<file path="config.mk">
export PLATFORM = sky130hd
export DESIGN_NAME = dwpid_lane
export DESIGN_NICKNAME = d
export VERILOG_FILES = /design/src/hw/rtl/dual_wheel_incremental_pid_drive_macros.svh /design/src/hw/rtl/dwpid_pkg.sv /design/src/hw/rtl/dwpid_div.sv /design/src/hw/rtl/dwpid_lane.sv
export SDC_FILE = /design/constraint.sdc
export NUM_CORES = 2
export LEC_CHECK = 0
export BUFFER_PORTS_ARGS = -buffer_cell sky130_fd_sc_hd__buf_4
export CAP_MARGIN = 20
export CORE_MARGIN = 5
export CORE_UTILIZATION = 60
export DETAILED_ROUTE_END_ITERATION = 10
export PLACE_DENSITY_LB_ADDON = 0.15
export SLEW_MARGIN = 10
export SYNTH_ARGS = -nofsm -noshare
export SYNTH_HDL_FRONTEND = slang
export SYNTH_SLANG_ARGS = --single-unit
</file>
<file path="constraint.sdc">
create_clock -name clk -period 19.65 [get_ports clk]
set_input_delay 0 -clock clk [delete_from_list [all_inputs] [get_ports clk]]
set_output_delay 0 -clock clk [all_outputs]
set_load 0.005 [all_outputs]
</file>
<file path="src/hw/rtl/dual_wheel_incremental_pid_drive_macros.svh">
// Assertion macros for the drive top module.
`ifndef DUAL_WHEEL_INCREMENTAL_PID_DRIVE_MACROS_SVH
`define DUAL_WHEEL_INCREMENTAL_PID_DRIVE_MACROS_SVH

// Same-cycle implication, checked outside reset.
`define DWPID_ASSERT_NOW(label, ante, cons, msg) \
	label: assert property (@(posedge clk) disable iff (!arst_n) (ante) |-> (cons)) \
		else $error(msg);

// Next-cycle implication, checked outside reset.
`define DWPID_ASSERT_NEXT(label, ante, cons, msg) \
	label: assert property (@(posedge clk) disable iff (!arst_n) (ante) |=> (cons)) \
		else $error(msg);

`endif

</file>
<file path="src/hw/rtl/dwpid_pkg.sv">
// Shared types, codes and constants of the two-wheel PID drive.
package dwpid_pkg;

	localparam int TICK_BITS = 16;
	localparam int DIV_NUM_BITS = 32;
	localparam int DIV_DEN_BITS = 16;

	localparam logic [2:0] CMD_FORWARD  = 3'd0;
	localparam logic [2:0] CMD_BACKWARD = 3'd1;
	localparam logic [2:0] CMD_LEFT     = 3'd2;
	localparam logic [2:0] CMD_RIGHT    = 3'd3;
	localparam logic [2:0] CMD_STOP     = 3'd4;

	localparam logic [1:0] DIR_STOP     = 2'd0;
	localparam logic [1:0] DIR_FORWARD  = 2'd1;
	localparam logic [1:0] DIR_BACKWARD = 2'd2;

	localparam logic [2:0] REG_KP    = 3'd0;
	localparam logic [2:0] REG_KI    = 3'd1;
	localparam logic [2:0] REG_KD    = 3'd2;
	localparam logic [2:0] REG_SCALE = 3'd3;
	localparam logic [2:0] REG_PWM   = 3'd4;
	localparam logic [2:0] REG_LIMIT = 3'd5;

	localparam logic [15:0] KP_RESET    = 16'd410;
	localparam logic [15:0] KI_RESET    = 16'd15;
	localparam logic [15:0] KD_RESET    = 16'd0;
	localparam logic [15:0] SCALE_RESET = 16'd256;
	localparam logic [15:0] PWM_RESET   = 16'd1000;
	localparam logic [14:0] LIMIT_RESET = 15'd670;

	typedef struct packed {
		logic [15:0] kp_centi;
		logic [15:0] ki_centi;
		logic [15:0] kd_centi;
		logic [15:0] velocity_scale;
		logic [15:0] pwm_max;
		logic [14:0] full_speed_limit;
	} cfg_t;

	typedef struct packed {
		logic [15:0]        duty;
		logic [1:0]         dir;
		logic signed [15:0] speed;
		logic signed [31:0] odometry;
	} lane_res_t;

endpackage

</file>
<file path="src/hw/rtl/dwpid_div.sv">
// Restoring unsigned divider, one quotient bit per cycle.
module dwpid_div #(
	parameter int NUM_BITS = dwpid_pkg::DIV_NUM_BITS,
	parameter int DEN_BITS = dwpid_pkg::DIV_DEN_BITS
) (
	input  logic                clk,
	input  logic                arst_n,
	input  logic                start,
	input  logic [NUM_BITS-1:0] dividend,
	input  logic [DEN_BITS-1:0] divisor,
	output logic                done,
	output logic [NUM_BITS-1:0] quotient
);

	localparam int CW = $clog2(NUM_BITS) + 1;

	logic                busy_q;
	logic [CW-1:0]       cnt_q;
	logic [NUM_BITS-1:0] num_q;
	logic [DEN_BITS-1:0] rem_q;
	logic [DEN_BITS-1:0] den_q;
	logic [DEN_BITS:0]   trial;
	logic                fit;

	assign trial = {rem_q, num_q[NUM_BITS-1]};
	assign fit   = trial >= {1'b0, den_q};
	assign quotient = num_q;

	always_ff @(posedge clk or negedge arst_n) begin
		if (!arst_n) begin
			busy_q <= 1'b0;
			done   <= 1'b0;
			cnt_q  <= '0;
		end else begin
			done <= 1'b0;
			if (start) begin
				busy_q <= 1'b1;
				cnt_q  <= CW'(NUM_BITS);
				num_q  <= dividend;
				den_q  <= divisor;
				rem_q  <= '0;
			end else if (busy_q) begin
				rem_q <= fit ? DEN_BITS'(trial - {1'b0, den_q}) : DEN_BITS'(trial);
				num_q <= {num_q[NUM_BITS-2:0], fit};
				cnt_q <= cnt_q - CW'(1);
				if (cnt_q == CW'(1)) begin
					busy_q <= 1'b0;
					done   <= 1'b1;
				end
			end
		end
	end

endmodule

</file>
<file path="src/hw/rtl/dwpid_lane.sv">
// One wheel: speed measurement, odometry, incremental PID and PWM scaling.
module dwpid_lane #(
	parameter int TICK_BITS = dwpid_pkg::TICK_BITS
) (
	input  logic                    clk,
	input  logic                    arst_n,
	input  logic                    start,
	input  logic                    run,
	input  logic signed [TICK_BITS:0] delta,
	input  logic signed [16:0]      target,
	input  dwpid_pkg::cfg_t         cfg,
	output logic                    done,
	output dwpid_pkg::lane_res_t    res
);

	localparam int DW  = TICK_BITS + 1;
	localparam int MA  = (DW > 19) ? DW : 19;
	localparam int MB  = 17;
	localparam int PW  = MA + MB;
	localparam int SW  = 40;
	localparam int ACW = SW + 2;
	localparam int NB  = dwpid_pkg::DIV_NUM_BITS;
	localparam int DB  = dwpid_pkg::DIV_DEN_BITS;
	// ceil(2^29 / 100); exact for every magnitude below 2^22.
	localparam logic [22:0] RECIP_100 = 23'd5368710;

	typedef enum logic [3:0] {
		ST_IDLE, ST_MMUL, ST_MEAS, ST_ERR, ST_P, ST_I, ST_D, ST_ACC,
		ST_D1, ST_PM, ST_D2, ST_W2, ST_DONE
	} st_t;

	st_t state_q;

	logic signed [DW-1:0]  delta_q;
	logic signed [16:0]    target_q;
	logic                  run_q;
	logic signed [PW-1:0]  prod_q;
	logic signed [SW-1:0]  sum_q;
	logic signed [15:0]    meas_q;
	logic signed [31:0]    total_q;
	logic signed [16:0]    e_q, e1_q, e2_q;
	logic signed [23:0]    accum_q;
	logic [14:0]           omag_q;
	logic [15:0]           duty_q;
	logic [1:0]            dir_q;

	logic signed [MA-1:0]  mul_a;
	logic signed [MB-1:0]  mul_b;
	logic signed [PW-1:0]  mul_p;
	logic signed [PW:0]    rnd;
	logic signed [PW:0]    shq;
	logic signed [15:0]    meas_sat;
	logic signed [17:0]    diff;
	logic signed [16:0]    e_sat;
	logic [14:0]           lim;
	logic [21:0]           lim100;
	logic signed [ACW-1:0] nacc;
	logic signed [ACW-1:0] hl;
	logic signed [23:0]    acc_clamp;
	logic [23:0]           amag;
	logic [46:0]           rprod;
	logic signed [63:0]    delta_ext;
	logic                  div_start;
	logic [NB-1:0]         div_num;
	logic [DB-1:0]         div_den;
	logic                  div_done;
	logic [NB-1:0]         div_quo;
	logic [15:0]           pwm_mag;

	always_comb begin
		mul_a = '0;
		mul_b = '0;
		case (state_q)
			ST_MMUL: begin
				mul_a = MA'(delta_q);
				mul_b = $signed({1'b0, cfg.velocity_scale});
			end
			ST_P: begin
				mul_a = MA'(e_q) - MA'(e1_q);
				mul_b = $signed({1'b0, cfg.kp_centi});
			end
			ST_I: begin
				mul_a = MA'(e_q);
				mul_b = $signed({1'b0, cfg.ki_centi});
			end
			ST_D: begin
				mul_a = MA'(e_q) - (MA'(e1_q) <<< 1) + MA'(e2_q);
				mul_b = $signed({1'b0, cfg.kd_centi});
			end
			ST_PM: begin
				mul_a = MA'($signed({1'b0, omag_q}));
				mul_b = $signed({1'b0, cfg.pwm_max});
			end
			default: begin
				mul_a = '0;
				mul_b = '0;
			end
		endcase
	end

	assign mul_p = PW'(mul_a) * PW'(mul_b);

	// Division by 256 truncates toward zero, so negative products are biased first.
	assign rnd = (PW+1)'(prod_q) + (prod_q[PW-1] ? (PW+1)'(255) : (PW+1)'(0));
	assign shq = rnd >>> 8;
	assign meas_sat = (shq > (PW+1)'(32'sd32767))  ? 16'sd32767 :
	                  (shq < (PW+1)'(-32'sd32768)) ? -16'sd32768 : 16'(shq);

	assign diff  = 18'(target_q) - 18'(meas_q);
	assign e_sat = (diff > 18'sd65535)  ? 17'sd65535 :
	               (diff < -18'sd65536) ? -17'sd65536 : 17'(diff);

	assign lim    = (cfg.full_speed_limit == '0) ? 15'd1 : cfg.full_speed_limit;
	assign lim100 = (22'(lim) << 6) + (22'(lim) << 5) + (22'(lim) << 2);
	assign hl     = ACW'($signed({1'b0, lim100}));
	assign nacc   = ACW'(accum_q) + ACW'(sum_q) + ACW'(prod_q);
	assign acc_clamp = (nacc > hl) ? 24'(hl) : (nacc < -hl) ? 24'(-hl) : 24'(nacc);

	// The accumulator magnitude is divided by 100 with a reciprocal multiply.
	assign amag      = accum_q[23] ? 24'(-accum_q) : 24'(accum_q);
	assign rprod     = 47'(amag) * 47'(RECIP_100);
	assign delta_ext = 64'(delta_q);

	assign div_start = (state_q == ST_D2);
	assign div_num   = NB'(prod_q[31:0]);
	assign div_den   = DB'(lim);
	assign pwm_mag   = (div_quo > NB'(cfg.pwm_max)) ? cfg.pwm_max : div_quo[15:0];

	dwpid_div u_div (
		.clk      (clk),
		.arst_n   (arst_n),
		.start    (div_start),
		.dividend (div_num),
		.divisor  (div_den),
		.done     (div_done),
		.quotient (div_quo)
	);

	always_ff @(posedge clk or negedge arst_n) begin
		if (!arst_n) begin
			state_q <= ST_IDLE;
			done    <= 1'b0;
			total_q <= '0;
			accum_q <= '0;
			e1_q    <= '0;
			e2_q    <= '0;
			duty_q  <= '0;
			dir_q   <= dwpid_pkg::DIR_STOP;
		end else begin
			done <= 1'b0;
			unique case (state_q)
				ST_IDLE: begin
					if (start) begin
						delta_q  <= delta;
						target_q <= target;
						run_q    <= run;
						state_q  <= ST_MMUL;
					end
				end
				ST_MMUL: begin
					prod_q  <= mul_p;
					state_q <= ST_MEAS;
				end
				ST_MEAS: begin
					meas_q  <= meas_sat;
					total_q <= total_q + delta_ext[31:0];
					if (run_q) begin
						state_q <= ST_ERR;
					end else begin
						duty_q  <= '0;
						dir_q   <= dwpid_pkg::DIR_STOP;
						state_q <= ST_DONE;
					end
				end
				ST_ERR: begin
					e_q     <= e_sat;
					state_q <= ST_P;
				end
				ST_P: begin
					prod_q  <= mul_p;
					sum_q   <= '0;
					state_q <= ST_I;
				end
				ST_I: begin
					sum_q   <= sum_q + SW'(prod_q);
					prod_q  <= mul_p;
					state_q <= ST_D;
				end
				ST_D: begin
					sum_q   <= sum_q + SW'(prod_q);
					prod_q  <= mul_p;
					state_q <= ST_ACC;
				end
				ST_ACC: begin
					accum_q <= acc_clamp;
					e2_q    <= e1_q;
					e1_q    <= e_q;
					state_q <= ST_D1;
				end
				ST_D1: begin
					omag_q  <= 15'(rprod >> 29);
					state_q <= ST_PM;
				end
				ST_PM: begin
					prod_q  <= mul_p;
					state_q <= ST_D2;
				end
				ST_D2: state_q <= ST_W2;
				ST_W2: begin
					if (div_done) begin
						duty_q <= pwm_mag;
						if (pwm_mag == '0) begin
							dir_q <= dwpid_pkg::DIR_STOP;
						end else if (accum_q[23]) begin
							dir_q <= dwpid_pkg::DIR_BACKWARD;
						end else begin
							dir_q <= dwpid_pkg::DIR_FORWARD;
						end
						state_q <= ST_DONE;
					end
				end
				ST_DONE: begin
					done    <= 1'b1;
					state_q <= ST_IDLE;
				end
				default: state_q <= ST_IDLE;
			endcase
		end
	end

	assign res.duty     = duty_q;
	assign res.dir      = dir_q;
	assign res.speed    = meas_q;
	assign res.odometry = total_q;

endmodule

</file>
==> results.sh <==
export IMPL_io_pins=200
export IMPL_crit_start="e_q[2]"
export IMPL_firstDrtPassIters=6
export IMPL_clkSlewWorstSetupHoldPaths_ns=0.06
export IMPL_cts_setup_buffers=0
export IMPL_critical_path_class="flop to flop"
export IMPL_vias=40700
export IMPL_synthesis_nets=6786
export IMPL_vias_per_cell=6.01
export IMPL_cap_violations=0
export IMPL_place_gp_congestion=0.978
export IMPL_die_height_microns=298
export IMPL_yosysWarnings=0
export IMPL_end_kind="flop"
export IMPL_grt_pass1_vias=41100
export IMPL_synth_area_sq_um=49800
export IMPL_slew_viol_final=0
export IMPL_cts_root_buf="clkbuf_16"
export IMPL_numCtsBuffers=43
export IMPL_syn_area_per_cell_sq_um=9.12
export IMPL_final_common_cell="inv_1"
export IMPL_hold_class="input pin to flop"
export IMPL_setup_viol=0
export IMPL_drive_gt1_share_pct=7.66
export IMPL_r2r_end="prod_q[33]"
export IMPL_cpPeakStageDelay_ns=0.99
export IMPL_yosysSeqAreaShare_pct=19.5
export IMPL_cts_resized=0
export IMPL_antenna_found_initial=1
export IMPL_cts_sinks=343
export IMPL_ys_types=105
export IMPL_yosys_most_used_dff="edfxtp_1"
export IMPL_start_kind="flop"
export IMPL_dieArea_sq_um=88900
export IMPL_fin_nets=6982
export IMPL_cp_buffers_inverters=6
export IMPL_path_common_cell="fa_1"
export IMPL_drcViolationCount=0
export IMPL_hold_buffers=69
export IMPL_rrSetupSlack_ns=8.67
export IMPL_rows=105
export IMPL_synth_edf_count=222
export IMPL_core_area_sq_um=82200
export IMPL_wl_per_cell_microns=21.1
export IMPL_portBuffers=199
export IMPL_fin_tns_setup_ns=0
export IMPL_cp_slowest_cell="a221oi_2"
export IMPL_min_period_ns=10.98
export IMPL_diodes=0
export IMPL_status="finished clean"
export IMPL_area_growth_pct=9.79
export IMPL_htreeDepth=2
export IMPL_clkLatencyLatePin_ns=0.62
export IMPL_cts_buffer_depth=3
export IMPL_path_max_fanout=18
export IMPL_clock_skew_ns=0.0371
export IMPL_hpwl_microns=116000
export IMPL_hold_violations=0
export IMPL_worst_pin_slew_ns=1.15
export IMPL_cts_tree="done"
export IMPL_min_delay_start="delta[6]"
export IMPL_slew_limit_headroom_pct=23.2
export IMPL_routed_wirelength_microns=143000
export IMPL_cp_arrival_ns=11.35
export IMPL_grt_max_degree=65
export IMPL_critical_path_endpoint="prod_q[33]"
export IMPL_r2r_start="e_q[2]"
export IMPL_timing_fmax_mhz=91.0
export IMPL_crit_family="adder cells"
export IMPL_critPathRequiredTime_ns=20.02
export IMPL_grt_usage_pct=32.0
export IMPL_overflow=0
export IMPL_drtAntennaViolNets=0
export IMPL_rr_worst_depth=34
export IMPL_synthArstFlopShare_pct=35.3
export IMPL_path_depth=34
export IMPL_synth_seq_cells=343
export IMPL_final_cell_mix="inv_1, ha_1, fa_1"
export IMPL_rsz0062_at_grt="false"
export IMPL_initial_core_util_pct=60.6
export IMPL_grt_pass1_wl_microns=228000
export IMPL_syn_instance_count=5466
export IMPL_die_x_microns=298
export IMPL_drtIter0Drc=3290
export IMPL_fin_crit_sh_pct=55.9
==> area by class of cell <==
| type | instances | area [sq um] |
|---|---|---|
| clock buffers | 58 | 1240 |
| clock inverters | 20 | 273 |
| fillers | 6781 | 27500 |
| inverters | 884 | 3320 |
| multi-input cells | 4062 | 36200 |
| flip-flops and latches | 343 | 9700 |
| well taps | 1070 | 1340 |
| repair buffers | 328 | 2670 |
==> worst min-delay path by stage <==
stage | endpoint | cells after the start | slack (ns)
after global placement | total_q[20] | 1 | -0.07
after floorplan | accum_q[0] | 0 | -0.30
after detailed placement | total_q[19] | 1 | -0.07
after global routing | target_q[11] | 2 | 0.10
after CTS | target_q[11] | 2 | 0.08
final | delta_q[6] | 2 | 0.11
==> kinds of logic after synthesis <==
group,share of synthesized area [%]
AO/OA/AOI/OAI,14.2
XOR/XNOR,4.55
AND/OR/NAND/NOR,14.5
flip-flops,19.5
multiplexers,0.633
adder cells (fa/ha/maj),38.5
buffers and inverters,8.18
==> metrics by stage <==
| stage | worst slack (ns) | util [%] | instance area (sq um) | hold WS, ns | cells |
|---|---|---|---|---|---|
| 2_1_floorplan | 9.80 | - | 49800 | -0.296 | 5466 |
| 4_1_cts | 8.72 | 66.5 | 54700 | 0.0779 | 6763 |
| 3_3_place_gp | 8.96 | 63.8 | 52400 | -0.0720 | 6616 |
| 3_5_place_dp | 8.87 | 63.8 | 52400 | -0.0673 | 6616 |
| 6_report | 8.67 | 66.5 | 54700 | 0.107 | 6765 |
| 5_1_grt | 7.96 | 66.5 | 54700 | 0.101 | 6765 |
==> synth_stat cells, drive strengths merged, types with 50 or more instances <==
library cell    n  area (sq um)
ha            613          7670
a211oi         56           435
nand3          87           435
edfxtp        222          6670
nand4          61           382
xnor2         169          1480
fa            574         11500
dfrtp         121          3030
inv           884          3320
o21a           50           375
o21ai         229          1150
a21oi         224          1120
xor2           90           788
clkbuf        155           643
nor3          108           557
a21o          113           852
nor2          401          1510
nand2         555          2080
==> layer usage <==
| metal | GRT usage [%] | part of all wire [%] |
|---|---|---|
| met1 | 42.2 | 41 |
| met2 | 53.1 | 47 |
| met3 | 5.76 | 7.7 |
| met4 | 12.2 | 4.6 |
| met5 | 0 | 0.0091 |
==> sequential cells by signal, indices dropped and copies added, names as in the netlist, 15 cells and up <==
name	cells
sum_q	40
prod_q	36
total_q	32
u_div.quotient	32
accum_q	24
delta_q	17
e1_q	17
e2_q	17
e_q	17
target_q	17
duty_q	16
meas_q	16
u_div.rem_q	16
omag_q	15
u_div.den_q	15
==> worst register-to-register path: cells and delay by family, from the launching register on <==
family | cells | cell delay, ns
and+or+nand+nor | 7 | 1.48
DFF | 1 | 0.39
xor gates and xnor gates | 1 | 0.17
buffers and inverters | 6 | 0.54
adders and majority gates | 9 | 4.64
AOI/OAI and AO/OA | 11 | 3.51
Power is not shown: default switching activity piles up to over one toggle a cycle in this logic, so the estimate is an artifact.
